===== src/hall_six_step_test_monitor_assert.svh =====
// Assertion helpers for the test monitor; they sample on clk and are off during reset.
`ifndef HALL_SIX_STEP_TEST_MONITOR_ASSERT_SVH
`define HALL_SIX_STEP_TEST_MONITOR_ASSERT_SVH

// cons must hold in the same cycle as ante
`define HSSM_ASSERT_SAME(label, ante, cons, msg) \
    label: assert property (@(posedge clk) disable iff (!rst_n) (ante) |-> (cons)) \
        else $error(msg);

// cons must hold in the cycle after ante
`define HSSM_ASSERT_NEXT(label, ante, cons, msg) \
    label: assert property (@(posedge clk) disable iff (!rst_n) (ante) |=> (cons)) \
        else $error(msg);

`endif


===== src/hssm_pkg.sv =====
package hssm_pkg;

    localparam int unsigned CUR_W      = 16;
    localparam int unsigned HALL_W     = 3;
    localparam int unsigned STAT_W     = 3;
    localparam int unsigned CFG_IDX_W  = 2;
    localparam int unsigned CFG_DATA_W = 16;
    localparam int unsigned QUO_W      = 16;

    typedef logic [CUR_W-1:0]      cur_t;
    typedef logic [HALL_W-1:0]     hall_t;
    typedef logic [STAT_W-1:0]     status_t;
    typedef logic [CFG_IDX_W-1:0]  cfg_idx_t;
    typedef logic [CFG_DATA_W-1:0] cfg_data_t;

    // configuration register indexes
    localparam cfg_idx_t CFG_DUTY   = 2'd0;
    localparam cfg_idx_t CFG_LIMIT  = 2'd1;
    localparam cfg_idx_t CFG_LENGTH = 2'd2;

    // run status codes
    localparam status_t ST_IDLE    = 3'd0;
    localparam status_t ST_RUN     = 3'd1;
    localparam status_t ST_TRIP    = 3'd2;
    localparam status_t ST_BADHALL = 3'd3;
    localparam status_t ST_DONE    = 3'd4;

    localparam cur_t DUTY_MAX     = 16'd32768;
    localparam cur_t LIMIT_RESET  = 16'd10000;
    localparam cur_t LENGTH_RESET = 16'd1000;

    typedef struct packed {
        logic start;
    } div_ctl_t;

    typedef struct packed {
        logic busy;
        logic done;
    } div_stat_t;

endpackage


===== src/hssm_if.sv =====
interface hssm_sample_if;
    import hssm_pkg::*;

    logic  valid;
    logic  ready;
    logic  start_run;
    hall_t hall_pattern;
    cur_t  phase_current_ma;

    modport source (output valid, start_run, hall_pattern, phase_current_ma, input ready);
    modport sink   (input valid, start_run, hall_pattern, phase_current_ma, output ready);
endinterface

interface hssm_result_if;
    import hssm_pkg::*;

    logic    valid;
    logic    ready;
    cur_t    drive_a;
    cur_t    drive_b;
    cur_t    drive_c;
    status_t run_status;
    cur_t    peak_current_ma;
    cur_t    mean_current_ma;
    logic    all_halls_moved;
    hall_t   stuck_halls;

    modport source (output valid, drive_a, drive_b, drive_c, run_status, peak_current_ma,
                    mean_current_ma, all_halls_moved, stuck_halls, input ready);
    modport sink   (input valid, drive_a, drive_b, drive_c, run_status, peak_current_ma,
                    mean_current_ma, all_halls_moved, stuck_halls, output ready);
endinterface

interface hssm_cfg_if;
    import hssm_pkg::*;

    logic      valid;
    logic      ready;
    cfg_idx_t  index;
    cfg_data_t data;

    modport source (output valid, index, data, input ready);
    modport sink   (input valid, index, data, output ready);
endinterface


===== src/hssm_div.sv =====
module hssm_div #(
    parameter int unsigned DEN_W = 16
) (
    input  logic                            clk,
    input  logic                            rst_n,
    input  hssm_pkg::div_ctl_t              ctl,
    output hssm_pkg::div_stat_t             stat,
    input  logic [DEN_W+hssm_pkg::QUO_W-1:0] dividend,
    input  logic [DEN_W-1:0]                divisor,
    output logic [hssm_pkg::QUO_W-1:0]      quotient
);
    import hssm_pkg::*;

    localparam int unsigned CNT_W = $clog2(QUO_W + 1);

    logic [DEN_W-1:0] rem_reg, rem_next;
    logic [QUO_W-1:0] low_reg, low_next;
    logic [DEN_W-1:0] den_reg;
    logic [CNT_W-1:0] cnt_reg;
    logic             busy_reg;
    logic             done_reg;

    logic [DEN_W:0]   trial;
    logic [DEN_W:0]   diff;
    logic             ge;

    // restoring division, one quotient bit per cycle; the quotient is known to fit QUO_W bits
    always_comb
    begin
        trial    = {rem_reg, low_reg[QUO_W-1]};
        diff     = trial - {1'b0, den_reg};
        ge       = trial >= {1'b0, den_reg};
        rem_next = ge ? diff[DEN_W-1:0] : trial[DEN_W-1:0];
        low_next = {low_reg[QUO_W-2:0], ge};
    end

    always_ff @(posedge clk or negedge rst_n)
    begin
        if (!rst_n)
        begin
            busy_reg <= 1'b0;
            done_reg <= 1'b0;
            cnt_reg  <= '0;
        end
        else
        begin
            done_reg <= 1'b0;
            if (ctl.start)
            begin
                busy_reg <= 1'b1;
                cnt_reg  <= CNT_W'(QUO_W);
            end
            else if (busy_reg)
            begin
                cnt_reg <= cnt_reg - 1'b1;
                if (cnt_reg == CNT_W'(1))
                begin
                    busy_reg <= 1'b0;
                    done_reg <= 1'b1;
                end
            end
        end
    end

    always_ff @(posedge clk)
    begin
        if (ctl.start)
        begin
            rem_reg <= dividend[DEN_W+QUO_W-1:QUO_W];
            low_reg <= dividend[QUO_W-1:0];
            den_reg <= divisor;
        end
        else if (busy_reg)
        begin
            rem_reg <= rem_next;
            low_reg <= low_next;
        end
    end

    assign stat.busy = busy_reg;
    assign stat.done = done_reg;
    assign quotient  = low_reg;

endmodule


===== src/hall_six_step_test_monitor.sv =====
// Each sample passes through the item registers, the step evaluation in S_EXEC and the output registers in S_LOAD;
// the step that completes a run also waits in S_DIV for the serial mean divider, and S_LOAD waits for the output.
// A new sample is taken only in S_IDLE, once the previous one has been loaded into the output registers.
// Reset: registers take their reset values, run idle, accumulators cleared, no result pending.
`include "hall_six_step_test_monitor_assert.svh"

module hall_six_step_test_monitor #(
    parameter int unsigned COUNT_BITS = 16
) (
    input  logic          clk,
    input  logic          rst_n,
    hssm_sample_if.sink   sample,
    hssm_result_if.source result,
    hssm_cfg_if.sink      cfg
);
    import hssm_pkg::*;

    localparam int unsigned SUM_W = CUR_W + COUNT_BITS;
    localparam int unsigned CMP_W = (COUNT_BITS > CUR_W) ? COUNT_BITS : CUR_W;
    localparam logic [COUNT_BITS-1:0] COUNT_MAX = {COUNT_BITS{1'b1}};

    localparam logic [1:0] S_IDLE = 2'd0;
    localparam logic [1:0] S_EXEC = 2'd1;
    localparam logic [1:0] S_DIV  = 2'd2;
    localparam logic [1:0] S_LOAD = 2'd3;

    logic [1:0]            state_reg, state_next;

    cur_t                  duty_reg;
    cur_t                  limit_reg;
    cur_t                  length_reg;

    logic                  start_item_reg;
    hall_t                 hall_item_reg;
    cur_t                  cur_item_reg;

    logic                  run_active_reg, run_active_next;
    hall_t                 initial_hall_reg, initial_hall_next;
    hall_t                 hall_moved_reg, hall_moved_next;
    cur_t                  peak_reg, peak_next;
    logic [SUM_W-1:0]      sum_reg, sum_next;
    logic [COUNT_BITS-1:0] count_reg, count_next;

    cur_t                  res_drive_a_reg, res_drive_a_next;
    cur_t                  res_drive_b_reg, res_drive_b_next;
    cur_t                  res_drive_c_reg, res_drive_c_next;
    status_t               res_status_reg, res_status_next;

    logic                  out_valid_reg;
    cur_t                  out_drive_a_reg;
    cur_t                  out_drive_b_reg;
    cur_t                  out_drive_c_reg;
    status_t               out_status_reg;
    cur_t                  out_peak_reg;
    cur_t                  out_mean_reg;
    hall_t                 out_moved_reg;

    logic                  act_eff;
    hall_t                 init_eff;
    hall_t                 moved_eff;
    cur_t                  peak_eff;
    logic [SUM_W-1:0]      sum_eff;
    logic [COUNT_BITS-1:0] count_eff;
    logic [COUNT_BITS-1:0] count_upd;
    cur_t                  duty;
    logic                  trip;
    logic                  length_hit;
    logic                  finish;
    logic                  load_out;

    div_ctl_t              div_ctl;
    div_stat_t             div_stat;
    logic [QUO_W-1:0]      quotient;

    // configuration
    assign cfg.ready = 1'b1;

    always_ff @(posedge clk or negedge rst_n)
    begin
        if (!rst_n)
        begin
            duty_reg   <= '0;
            limit_reg  <= LIMIT_RESET;
            length_reg <= LENGTH_RESET;
        end
        else if (cfg.valid)
        begin
            unique case (cfg.index)
                CFG_DUTY:   duty_reg   <= cfg.data;
                CFG_LIMIT:  limit_reg  <= cfg.data;
                CFG_LENGTH: length_reg <= cfg.data;
                default:    ;
            endcase
        end
    end

    // step evaluation, committed in S_EXEC
    always_comb
    begin
        act_eff    = start_item_reg | run_active_reg;
        init_eff   = start_item_reg ? hall_item_reg : initial_hall_reg;
        moved_eff  = start_item_reg ? '0 : hall_moved_reg;
        peak_eff   = start_item_reg ? '0 : peak_reg;
        sum_eff    = start_item_reg ? '0 : sum_reg;
        count_eff  = start_item_reg ? '0 : count_reg;
        count_upd  = (count_eff != COUNT_MAX) ? count_eff + 1'b1 : count_eff;
        duty       = (duty_reg > DUTY_MAX) ? DUTY_MAX : duty_reg;
        trip       = cur_item_reg > limit_reg;
        length_hit = (CMP_W'(count_upd) >= CMP_W'(length_reg)) || (count_upd == COUNT_MAX);

        run_active_next   = run_active_reg;
        initial_hall_next = initial_hall_reg;
        hall_moved_next   = hall_moved_reg;
        peak_next         = peak_reg;
        sum_next          = sum_reg;
        count_next        = count_reg;
        res_drive_a_next  = '0;
        res_drive_b_next  = '0;
        res_drive_c_next  = '0;
        res_status_next   = ST_IDLE;
        finish            = 1'b0;

        if (act_eff)
        begin
            run_active_next   = 1'b1;
            initial_hall_next = init_eff;
            hall_moved_next   = moved_eff;
            sum_next          = sum_eff + SUM_W'(cur_item_reg);
            count_next        = count_upd;
            peak_next         = (cur_item_reg > peak_eff) ? cur_item_reg : peak_eff;
            if (trip)
            begin
                res_status_next = ST_TRIP;
                run_active_next = 1'b0;
            end
            else
            begin
                hall_moved_next = moved_eff | (hall_item_reg ^ init_eff);
                res_status_next = ST_RUN;
                unique case (hall_item_reg)
                    3'd1, 3'd5: res_drive_a_next = duty;
                    3'd2, 3'd3: res_drive_b_next = duty;
                    3'd4, 3'd6: res_drive_c_next = duty;
                    default:
                    begin
                        res_status_next = ST_BADHALL;
                        run_active_next = 1'b0;
                    end
                endcase
                if (res_status_next == ST_RUN && length_hit)
                begin
                    res_drive_a_next = '0;
                    res_drive_b_next = '0;
                    res_drive_c_next = '0;
                    res_status_next  = ST_DONE;
                    run_active_next  = 1'b0;
                    finish           = 1'b1;
                end
            end
        end
    end

    // sequencer
    assign load_out = (state_reg == S_LOAD) && (!out_valid_reg || result.ready);

    always_comb
    begin
        state_next = state_reg;
        unique case (state_reg)
            S_IDLE: if (sample.valid) state_next = S_EXEC;
            S_EXEC: state_next = finish ? S_DIV : S_LOAD;
            S_DIV:  if (div_stat.done) state_next = S_LOAD;
            S_LOAD: if (load_out) state_next = S_IDLE;
            default: state_next = S_IDLE;
        endcase
    end

    assign sample.ready  = (state_reg == S_IDLE);
    assign div_ctl.start = (state_reg == S_EXEC) && finish;

    always_ff @(posedge clk or negedge rst_n)
    begin
        if (!rst_n)
        begin
            state_reg        <= S_IDLE;
            run_active_reg   <= 1'b0;
            initial_hall_reg <= '0;
            hall_moved_reg   <= '0;
            peak_reg         <= '0;
            sum_reg          <= '0;
            count_reg        <= '0;
            out_valid_reg    <= 1'b0;
        end
        else
        begin
            state_reg <= state_next;
            if (state_reg == S_EXEC)
            begin
                run_active_reg   <= run_active_next;
                initial_hall_reg <= initial_hall_next;
                hall_moved_reg   <= hall_moved_next;
                peak_reg         <= peak_next;
                sum_reg          <= sum_next;
                count_reg        <= count_next;
            end
            if (load_out)
                out_valid_reg <= 1'b1;
            else if (result.ready)
                out_valid_reg <= 1'b0;
        end
    end

    always_ff @(posedge clk)
    begin
        if (sample.valid && sample.ready)
        begin
            start_item_reg <= sample.start_run;
            hall_item_reg  <= sample.hall_pattern;
            cur_item_reg   <= sample.phase_current_ma;
        end
        if (state_reg == S_EXEC)
        begin
            res_drive_a_reg <= res_drive_a_next;
            res_drive_b_reg <= res_drive_b_next;
            res_drive_c_reg <= res_drive_c_next;
            res_status_reg  <= res_status_next;
        end
        if (load_out)
        begin
            out_drive_a_reg <= res_drive_a_reg;
            out_drive_b_reg <= res_drive_b_reg;
            out_drive_c_reg <= res_drive_c_reg;
            out_status_reg  <= res_status_reg;
            out_peak_reg    <= peak_reg;
            out_mean_reg    <= (res_status_reg == ST_DONE) ? quotient : '0;
            out_moved_reg   <= hall_moved_reg;
        end
    end

    // the divider loads in the same cycle the accumulators take this step's sample
    hssm_div #(
        .DEN_W (COUNT_BITS)
    ) u_div (
        .clk      (clk),
        .rst_n    (rst_n),
        .ctl      (div_ctl),
        .stat     (div_stat),
        .dividend (sum_next),
        .divisor  (count_next),
        .quotient (quotient)
    );

    assign result.valid           = out_valid_reg;
    assign result.drive_a         = out_drive_a_reg;
    assign result.drive_b         = out_drive_b_reg;
    assign result.drive_c         = out_drive_c_reg;
    assign result.run_status      = out_status_reg;
    assign result.peak_current_ma = out_peak_reg;
    assign result.mean_current_ma = out_mean_reg;
    assign result.all_halls_moved = &out_moved_reg;
    assign result.stuck_halls     = ~out_moved_reg;

    `HSSM_ASSERT_SAME(a_idle_div_quiet, state_reg == S_IDLE, !div_stat.busy, "divider busy while idle")
    `HSSM_ASSERT_SAME(a_div_done_in_div, div_stat.done, state_reg == S_DIV, "divider done outside divide state")
    `HSSM_ASSERT_SAME(a_run_end_status, $fell(run_active_reg), res_status_reg != ST_RUN && res_status_reg != ST_IDLE, "run ended without an ending status")

endmodule


===== src/flat_wrapper.sv =====
// flat-port wrapper written by rule: the top's interface ports become plain ports
module hall_six_step_test_monitor_flat import hssm_pkg::*;
#(
    parameter int unsigned COUNT_BITS = 16
)
  (clk, rst_n, sample_valid, sample_start_run, sample_hall_pattern, sample_phase_current_ma, sample_ready, result_valid, result_drive_a, result_drive_b, result_drive_c, result_run_status, result_peak_current_ma, result_mean_current_ma, result_all_halls_moved, result_stuck_halls, result_ready, cfg_valid, cfg_index, cfg_data, cfg_ready);
  hssm_sample_if sample_i ();
  hssm_result_if result_i ();
  hssm_cfg_if cfg_i ();
  input  logic clk;
  input  logic rst_n;
  input wire logic [$bits(sample_i.valid)-1:0] sample_valid;
  input wire logic [$bits(sample_i.start_run)-1:0] sample_start_run;
  input wire logic [$bits(sample_i.hall_pattern)-1:0] sample_hall_pattern;
  input wire logic [$bits(sample_i.phase_current_ma)-1:0] sample_phase_current_ma;
  output wire logic [$bits(sample_i.ready)-1:0] sample_ready;
  output wire logic [$bits(result_i.valid)-1:0] result_valid;
  output wire logic [$bits(result_i.drive_a)-1:0] result_drive_a;
  output wire logic [$bits(result_i.drive_b)-1:0] result_drive_b;
  output wire logic [$bits(result_i.drive_c)-1:0] result_drive_c;
  output wire logic [$bits(result_i.run_status)-1:0] result_run_status;
  output wire logic [$bits(result_i.peak_current_ma)-1:0] result_peak_current_ma;
  output wire logic [$bits(result_i.mean_current_ma)-1:0] result_mean_current_ma;
  output wire logic [$bits(result_i.all_halls_moved)-1:0] result_all_halls_moved;
  output wire logic [$bits(result_i.stuck_halls)-1:0] result_stuck_halls;
  input wire logic [$bits(result_i.ready)-1:0] result_ready;
  input wire logic [$bits(cfg_i.valid)-1:0] cfg_valid;
  input wire logic [$bits(cfg_i.index)-1:0] cfg_index;
  input wire logic [$bits(cfg_i.data)-1:0] cfg_data;
  output wire logic [$bits(cfg_i.ready)-1:0] cfg_ready;
  assign sample_i.valid = sample_valid;
  assign sample_i.start_run = sample_start_run;
  assign sample_i.hall_pattern = sample_hall_pattern;
  assign sample_i.phase_current_ma = sample_phase_current_ma;
  assign sample_ready = sample_i.ready;
  assign result_valid = result_i.valid;
  assign result_drive_a = result_i.drive_a;
  assign result_drive_b = result_i.drive_b;
  assign result_drive_c = result_i.drive_c;
  assign result_run_status = result_i.run_status;
  assign result_peak_current_ma = result_i.peak_current_ma;
  assign result_mean_current_ma = result_i.mean_current_ma;
  assign result_all_halls_moved = result_i.all_halls_moved;
  assign result_stuck_halls = result_i.stuck_halls;
  assign result_i.ready = result_ready;
  assign cfg_i.valid = cfg_valid;
  assign cfg_i.index = cfg_index;
  assign cfg_i.data = cfg_data;
  assign cfg_ready = cfg_i.ready;
  hall_six_step_test_monitor #(.COUNT_BITS(COUNT_BITS)) u_core (.clk(clk), .rst_n(rst_n), .sample(sample_i), .result(result_i), .cfg(cfg_i));
endmodule

===== config.mk =====
export PLATFORM = sky130hd
export DESIGN_NAME = hall_six_step_test_monitor_flat
export DESIGN_NICKNAME = d
export VERILOG_FILES = /design/src/hssm_pkg.sv /design/src/hssm_if.sv /design/src/hssm_div.sv /design/src/hall_six_step_test_monitor.sv /design/src/flat_wrapper.sv
export VERILOG_INCLUDE_DIRS = /design/src /design/src/src
export SDC_FILE = /design/constraint.sdc
export NUM_CORES = 1
export LEC_CHECK = 0
export BUFFER_PORTS_ARGS = -buffer_cell sky130_fd_sc_hd__buf_4
export CORE_ASPECT_RATIO = 1.1
export CORE_MARGIN = 2
export CORE_UTILIZATION = 40
export DETAILED_ROUTE_END_ITERATION = 10
export GPL_ROUTABILITY_DRIVEN = 0
export PLACE_DENSITY = 0.64
export SETUP_SLACK_MARGIN = 0.4
export SLEW_MARGIN = 25
export SYNTH_ARGS = -nofsm -noshare
export SYNTH_HDL_FRONTEND = slang
export SYNTH_SLANG_ARGS = --single-unit

===== constraint.sdc =====
create_clock -name clk -period 5.9 [get_ports clk]
set_input_delay 0.885 -clock clk [delete_from_list [all_inputs] [get_ports clk]]
set_output_delay 0.885 -clock clk [all_outputs]
set_load 0.02 [all_outputs]

# Word level (Yosys, flattened, before mapping)
# Index checks and enable logic that the tools add are counted.
# totals
wordCells	137
regBits	334
input_bits	43
output_inout_bits	90
# classes
mux	42
add_sub_neg	4
n_lt_le_gt_ge	5
n_eq_ne	19
bitwise_logic	8
n_reduce_logical	26
# ops
cell	n
16-bit two-way mux	11
32-bit two-way mux	2
32-bit by 16-bit adder with 32-bit output	1
16-bit > comparator	2
3-bit two-way mux	6
17-bit by 16-bit >= comparator with 1-bit output	1
16-bit by 1-bit adder with 16-bit output (second input constant)	1
16-bit equality test (second input constant)	1
16-bit >= comparator	1
16-bit > comparator (second input constant)	1
16-bit != test (second input constant)	1
16-bit subtractor	1
1-bit two-way mux	15
3-bit equality test (second input constant)	4
4-bit OR reduction	3
2-bit two-way mux	5
5-bit two-way mux	2
2-bit one-hot mux with 4 select lines	1
2-bit AND reduction	4
2-bit OR reduction	4
2-bit equality test (second input constant)	3
3-bit by 1-bit equality test with 1-bit output (second input constant)	2
3-bit by 2-bit equality test with 1-bit output (second input constant)	2
3-bit AND reduction	2
other kinds (17)	28

# Longest topological paths before layout
# logic_depth
depth_word	12
mapped_depth	20
depth_no_buf	17

# Hierarchy
# From an unflattened synthesis, not the netlist that was laid out.
# unflattened
hier_cells	1493
area_unflattened_um2	17068.9
# by_module_without_submodules
mod	instances	area_each_um2	seq_area_each_um2	cells_each
hall_six_step_test_monitor	1	13862.0	7781.2	1219
hssm_div	1	3206.8	1616.6	274

# Worst setup path before layout
# OpenSTA, ideal clock, no wires.
# synth_path
path_kind	reg2reg
start	register u_core.start_item_reg
end	register u_core.u_div.low_reg[0], in the netlist u_core.u_div.quotient[0], enable pin
arrival_time_ns	4.641
required_time_ns	5.493
stages_incl_launch_ff	21
setup_ns	0.407
setup_slack_ns	0.851
period_less_slack_ns	5.049
path_buffers	5
path_cell_list	edfxtp_1 clkbuf_1 clkbuf_1 nor2_1 ha_1 and3_1 buf_2 and4_1 buf_2 nand3_1 mux2i_1 inv_1 ha_1 a21o_1 a21o_1 a21o_1 a211o_1 a21oi_1 a211oi_4 buf_4 or2_1
# synth_via
elab_chain_len	11
elab_cells_between_ends	14
cone_classes	add/sub: 1; order compare: 1; eq/ne: 2; mux: 5; bitwise: 1; reduce/logical: 4
# synth_lines
item	line_no	text
start, declared	hall_six_step_test_monitor.sv:33	logic start_item_reg;
start signal, assigned	hall_six_step_test_monitor.sv:217	start_item_reg <= sample.start_run;
16-bit two-way mux	hall_six_step_test_monitor.sv:105	count_eff = start_item_reg ? '0 : count_reg;
16-bit by 1-bit adder with 16-bit output or 16-bit != test (tied branches)	hall_six_step_test_monitor.sv:106	count_upd = (count_eff != COUNT_MAX) ? count_eff + 1'b1 : count_eff;
16-bit two-way mux	hall_six_step_test_monitor.sv:106	
16-bit >= comparator or 16-bit equality test (tied branches)	hall_six_step_test_monitor.sv:109	length_hit = (CMP_W'(count_upd) >= CMP_W'(length_reg)) || (count_upd == COUNT_MAX);
1-bit logical OR	hall_six_step_test_monitor.sv:109	
1-bit logical AND	hall_six_step_test_monitor.sv:150	if (res_status_next == ST_RUN && length_hit)
1-bit two-way mux	hall_six_step_test_monitor.sv:150	
1-bit two-way mux	hall_six_step_test_monitor.sv:131	if (trip)
1-bit two-way mux *	hall_six_step_test_monitor.sv:123	if (act_eff)
1-bit logical AND *	hall_six_step_test_monitor.sv:179	assign div_ctl.start = (state_reg == S_EXEC) && finish;
2-bit nonzero test (no line) *	--	
end signal, assigned	hssm_div.sv:70	low_reg <= dividend[QUO_W-1:0];
end signal, assigned	hssm_div.sv:76	low_reg <= low_next;
end, declared	hssm_div.sv:17	logic [QUO_W-1:0] low_reg, low_next;
# Every way passes the cells marked *; elsewhere a longest branch is shown, timed or not.
# A chain may end at the register's enable or synchronous reset.

# Worst setup path after layout
# layout_path
start	register u_core.count_reg[0]
end	register u_core.u_div.low_reg[6], in the netlist u_core.u_div.quotient[6] (data pin)
# layout_via
elab_chain_len	11
elab_cells_between_ends	13
cone_classes	add/sub: 1; order compare: 1; eq/ne: 2; mux: 6; reduce/logical: 3
# layout_lines
item	line_no	text
start, declared	hall_six_step_test_monitor.sv:42	logic [COUNT_BITS-1:0] count_reg, count_next;
start signal, assigned	hall_six_step_test_monitor.sv:204	count_reg <= count_next;
16-bit two-way mux *	hall_six_step_test_monitor.sv:105	
16-bit by 1-bit adder with 16-bit output or 16-bit != test (tied branches)	hall_six_step_test_monitor.sv:106	
16-bit two-way mux *	hall_six_step_test_monitor.sv:106	
16-bit >= comparator or 16-bit equality test (tied branches)	hall_six_step_test_monitor.sv:109	
1-bit logical OR *	hall_six_step_test_monitor.sv:109	
1-bit logical AND *	hall_six_step_test_monitor.sv:150	
1-bit two-way mux *	hall_six_step_test_monitor.sv:150	
1-bit two-way mux *	hall_six_step_test_monitor.sv:131	
1-bit two-way mux *	hall_six_step_test_monitor.sv:123	
1-bit logical AND *	hall_six_step_test_monitor.sv:179	
16-bit two-way mux *	hssm_div.sv:67	if (ctl.start)
# Marks and branches as above.

==> results_dict.tcl <==
set metrics [dict create \
    synthAdderAreaFrac 0.06857 \
    io_pins 133 \
    finalCritPeriodShare 0.8404 \
    clk-insertion-delay-late_ps 550 \
    grt_pass1_wl_um 59980 \
    drive_above_1_share 0.1907 \
    fin_skew_ps 22.29 \
    synth_edf_count 205 \
    maxCapViolations 0 \
    drt_pass1_iterations 5 \
    grt_overflow 0 \
    path_max_fanout 55 \
    routed_wl_um 37680 \
    ant_nets 0 \
    placed_cell_area_sq_um 18030 \
    rsz0062_at_grt "false" \
    antenna_found_initial 0 \
    drt_iter0_markers 648 \
    ys_top_cells_by_count "edfxtp_1 (205), nand2_1 (135), dfrtp_1 (118), nor2_1 (115)" \
    critPathArrivalTime_ps 5240 \
    clockPowerShare 0.270 \
    yosysWarnings 0 \
    leakage_uw 0.007996 \
    h-tree-depth 2 \
    synth_top_family_by_area "simple AND/OR/NAND/NOR gates" \
    hold_buffers 0 \
    cts_root_buffer "clkbuf_16" \
    syn-cell-area_sq_um 16460 \
    yosysMostFrequentCell "edfxtp_1" \
    hp-class "input port to asynchronous set/reset pin" \
    die_w_um 197.4 \
    largest_reg_flops 32 \
    swShare 0.3339 \
    ys_ff_latch 334 \
    power_density_nw_per_um2 442.8 \
    drv_slew 0 \
    die_h_um 216.8 \
    dieArea_sq_um 42790 \
    area_delta_synth_final_pct 16.85 \
    layout.nets 1674 \
    start_util 0.4077 \
    worstMarginPinSlew_ps 981.0 \
    path_class "register to register" \
    syn_area_per_cell_sq_um 11.70 \
    viasPerCell 5.222 \
    status "completed" \
    hold_violations 0 \
    max_freq_mhz 201.7 \
    slew_headroom 0.3377 \
    synth_top_area_cell "edfxtp_1" \
    multi_input_area_sq_um 6511 \
    irDropWorstVdd_mv 0.2734 \
    drc_errors 0 \
    grt_usage 0.1785 \
    wl_per_cell_um 18.11 \
    synth-simple-area-share 0.1241 \
    worst_ep_required_time_ps 6180 \
    netlist_top_cells_area "edfxtp_1 (37%), dfrtp_1 (18%), ha_1 (6.6%), mux2_2 (4.3%), nand2_1 (3.1%)" \
    ctsResizeCount 0 \
    synthCells 1407 \
    synth_top_area_share 0.3740 \
    cts_made_buffers 35 \
    p_int_uw 5673 \
    synth_ff_type "edfxtp_1" \
    setup_viol 0 \
    p_seq_frac 0.433 \
    fin_cells 2081 \
    dpl.hpwl_um 27540 \
    startpoint_type "register" \
    postCtsSetupBuffers 0 \
    muxShareOfSynthArea 0.07016 \
    ys_seq_area_frac 0.5710 \
    power_switching_uw 2844 \
    ys_types 74 \
    pwr-share-comb 0.297 \
    fin_crit_ps 4958 \
    path_clk_slew_ps 60 \
    synth-compound-area-share 0.1052 \
    cts_buffer_depth 3 \
    end_kind "register" \
    dr_total_vias 10870 \
    grt_max_degree 56 \
    regArea_sq_um 9398 \
    synth_xor_area_frac 0.02661 \
    synthesis.nets 1539 \
    dp.cells 2018 \
    design_area_sq_um 19230 \
    setup_tns_ps 0 \
    cts_tree "done" \
    io_buffers 131 \
    clock-sinks 334 \
    rows 77 \
    antennaDiodeCount 0 \
    core_sq_um 40370 \
    num-fill-cells 3545 \
    grt_pass1_vias 10810 \
    ys_async_sr_fraction 0.3862 \
]
[path summary, 6_finish.rpt]
check	slack, ps	endpoint	from	depth (start not counted)
min reg2reg	410	u_core.result.drive_b[15]	u_core.res_drive_b_reg[15]	0
max reg2reg	940	u_core.u_div.quotient[6]	u_core.count_reg[0]	17
min	370	u_core.peak_reg[9]	rst_n	1
min in group clk	410	u_core.result.drive_b[15]	u_core.res_drive_b_reg[15]	0
max in group asynchronous	4470	u_core.count_reg[2]	rst_n	2
max	940	u_core.u_div.quotient[6]	u_core.count_reg[0]	17
[metal layers]
layer  vias to the layer above  GRT usage  part of all wire
li1                       5338          -                 -
met1                      5261     0.2408              0.45
met2                       206     0.2987              0.48
met5                         -          0                 0
met3                        61    0.02340             0.034
met4                         0    0.05815             0.028
[cell type report]
| class | count | area share |
|---|---|---|
| tap | 513 | 0.03337 |
| multi-input combinational | 932 | 0.3385 |
| sequential | 334 | 0.4886 |
| timing repair buffer | 152 | 0.05998 |
| clock buffer | 39 | 0.04632 |
| clock inverter | 24 | 0.01620 |
| inverter | 87 | 0.01698 |
[placed cells by master (no fill, tap or decap), types with 22 or more instances in the layout]
| cell | synthesis | final |
|---|---|---|
| edfxtp_1 | 205 | 205 |
| buf_4 | 3 | 151 |
| nand2_1 | 135 | 135 |
| dfrtp_1 | 118 | 118 |
| nor2_1 | 115 | 114 |
| inv_1 | 87 | 87 |
| ha_1 | 87 | 86 |
| o21ai_0 | 83 | 83 |
| mux2_2 | 63 | 63 |
| a21oi_1 | 46 | 46 |
| clkbuf_16 | 0 | 35 |
| nor2b_1 | 32 | 32 |
| xnor2_1 | 29 | 29 |
| a21o_1 | 26 | 26 |
| nand4_1 | 22 | 22 |
| mux2i_1 | 22 | 22 |
[power groups by stage]
stage	registers (uW)	logic, uW	clock network, uW
floorplan	3860	1470	0
global placement	3730	2490	0
detailed placement	3740	2540	0
CTS	3700	2560	2350
global route	3760	2810	2440
finish	3690	2530	2300
[metrics by stage]
stage               worst slack (ps)  power, uW  hold slack [ps]    util
floorplan                      851.4       5327            400.3       -
global placement                1228       6227            402.3  0.4467
detailed placement             962.9       6287            404.5  0.4467
CTS                            938.4       8611            381.5  0.4765
global route                   548.3       9010            413.1  0.4765
finish                         941.9       8517            374.3  0.4765
[worst max-delay path, stage by stage (launching register included)]
cell,delay (ps)
dfrtp_1,410
inv_1,90
nor2_1,190
ha_1,280
and3_1,280
and4_1,330
nand3_1,270
xnor2_1,310
ha_1,260
nand2b_1,140
a21o_1,170
a21o_1,170
a21o_1,170
a211o_1,280
a21oi_1,580
a211oi_4,150
buf_12,240
mux2_1,340
[kinds of logic after synthesis]
family / count (synthesis)
adder cells (fa/ha/maj): 89
other: 1
buffers and inverters: 141
XOR/XNOR: 50
multiplexers: 105
flip-flops: 334
AND/OR/NAND/NOR: 425
AO/OA/AOI/OAI: 262
(Power assumes the default switching activity.)
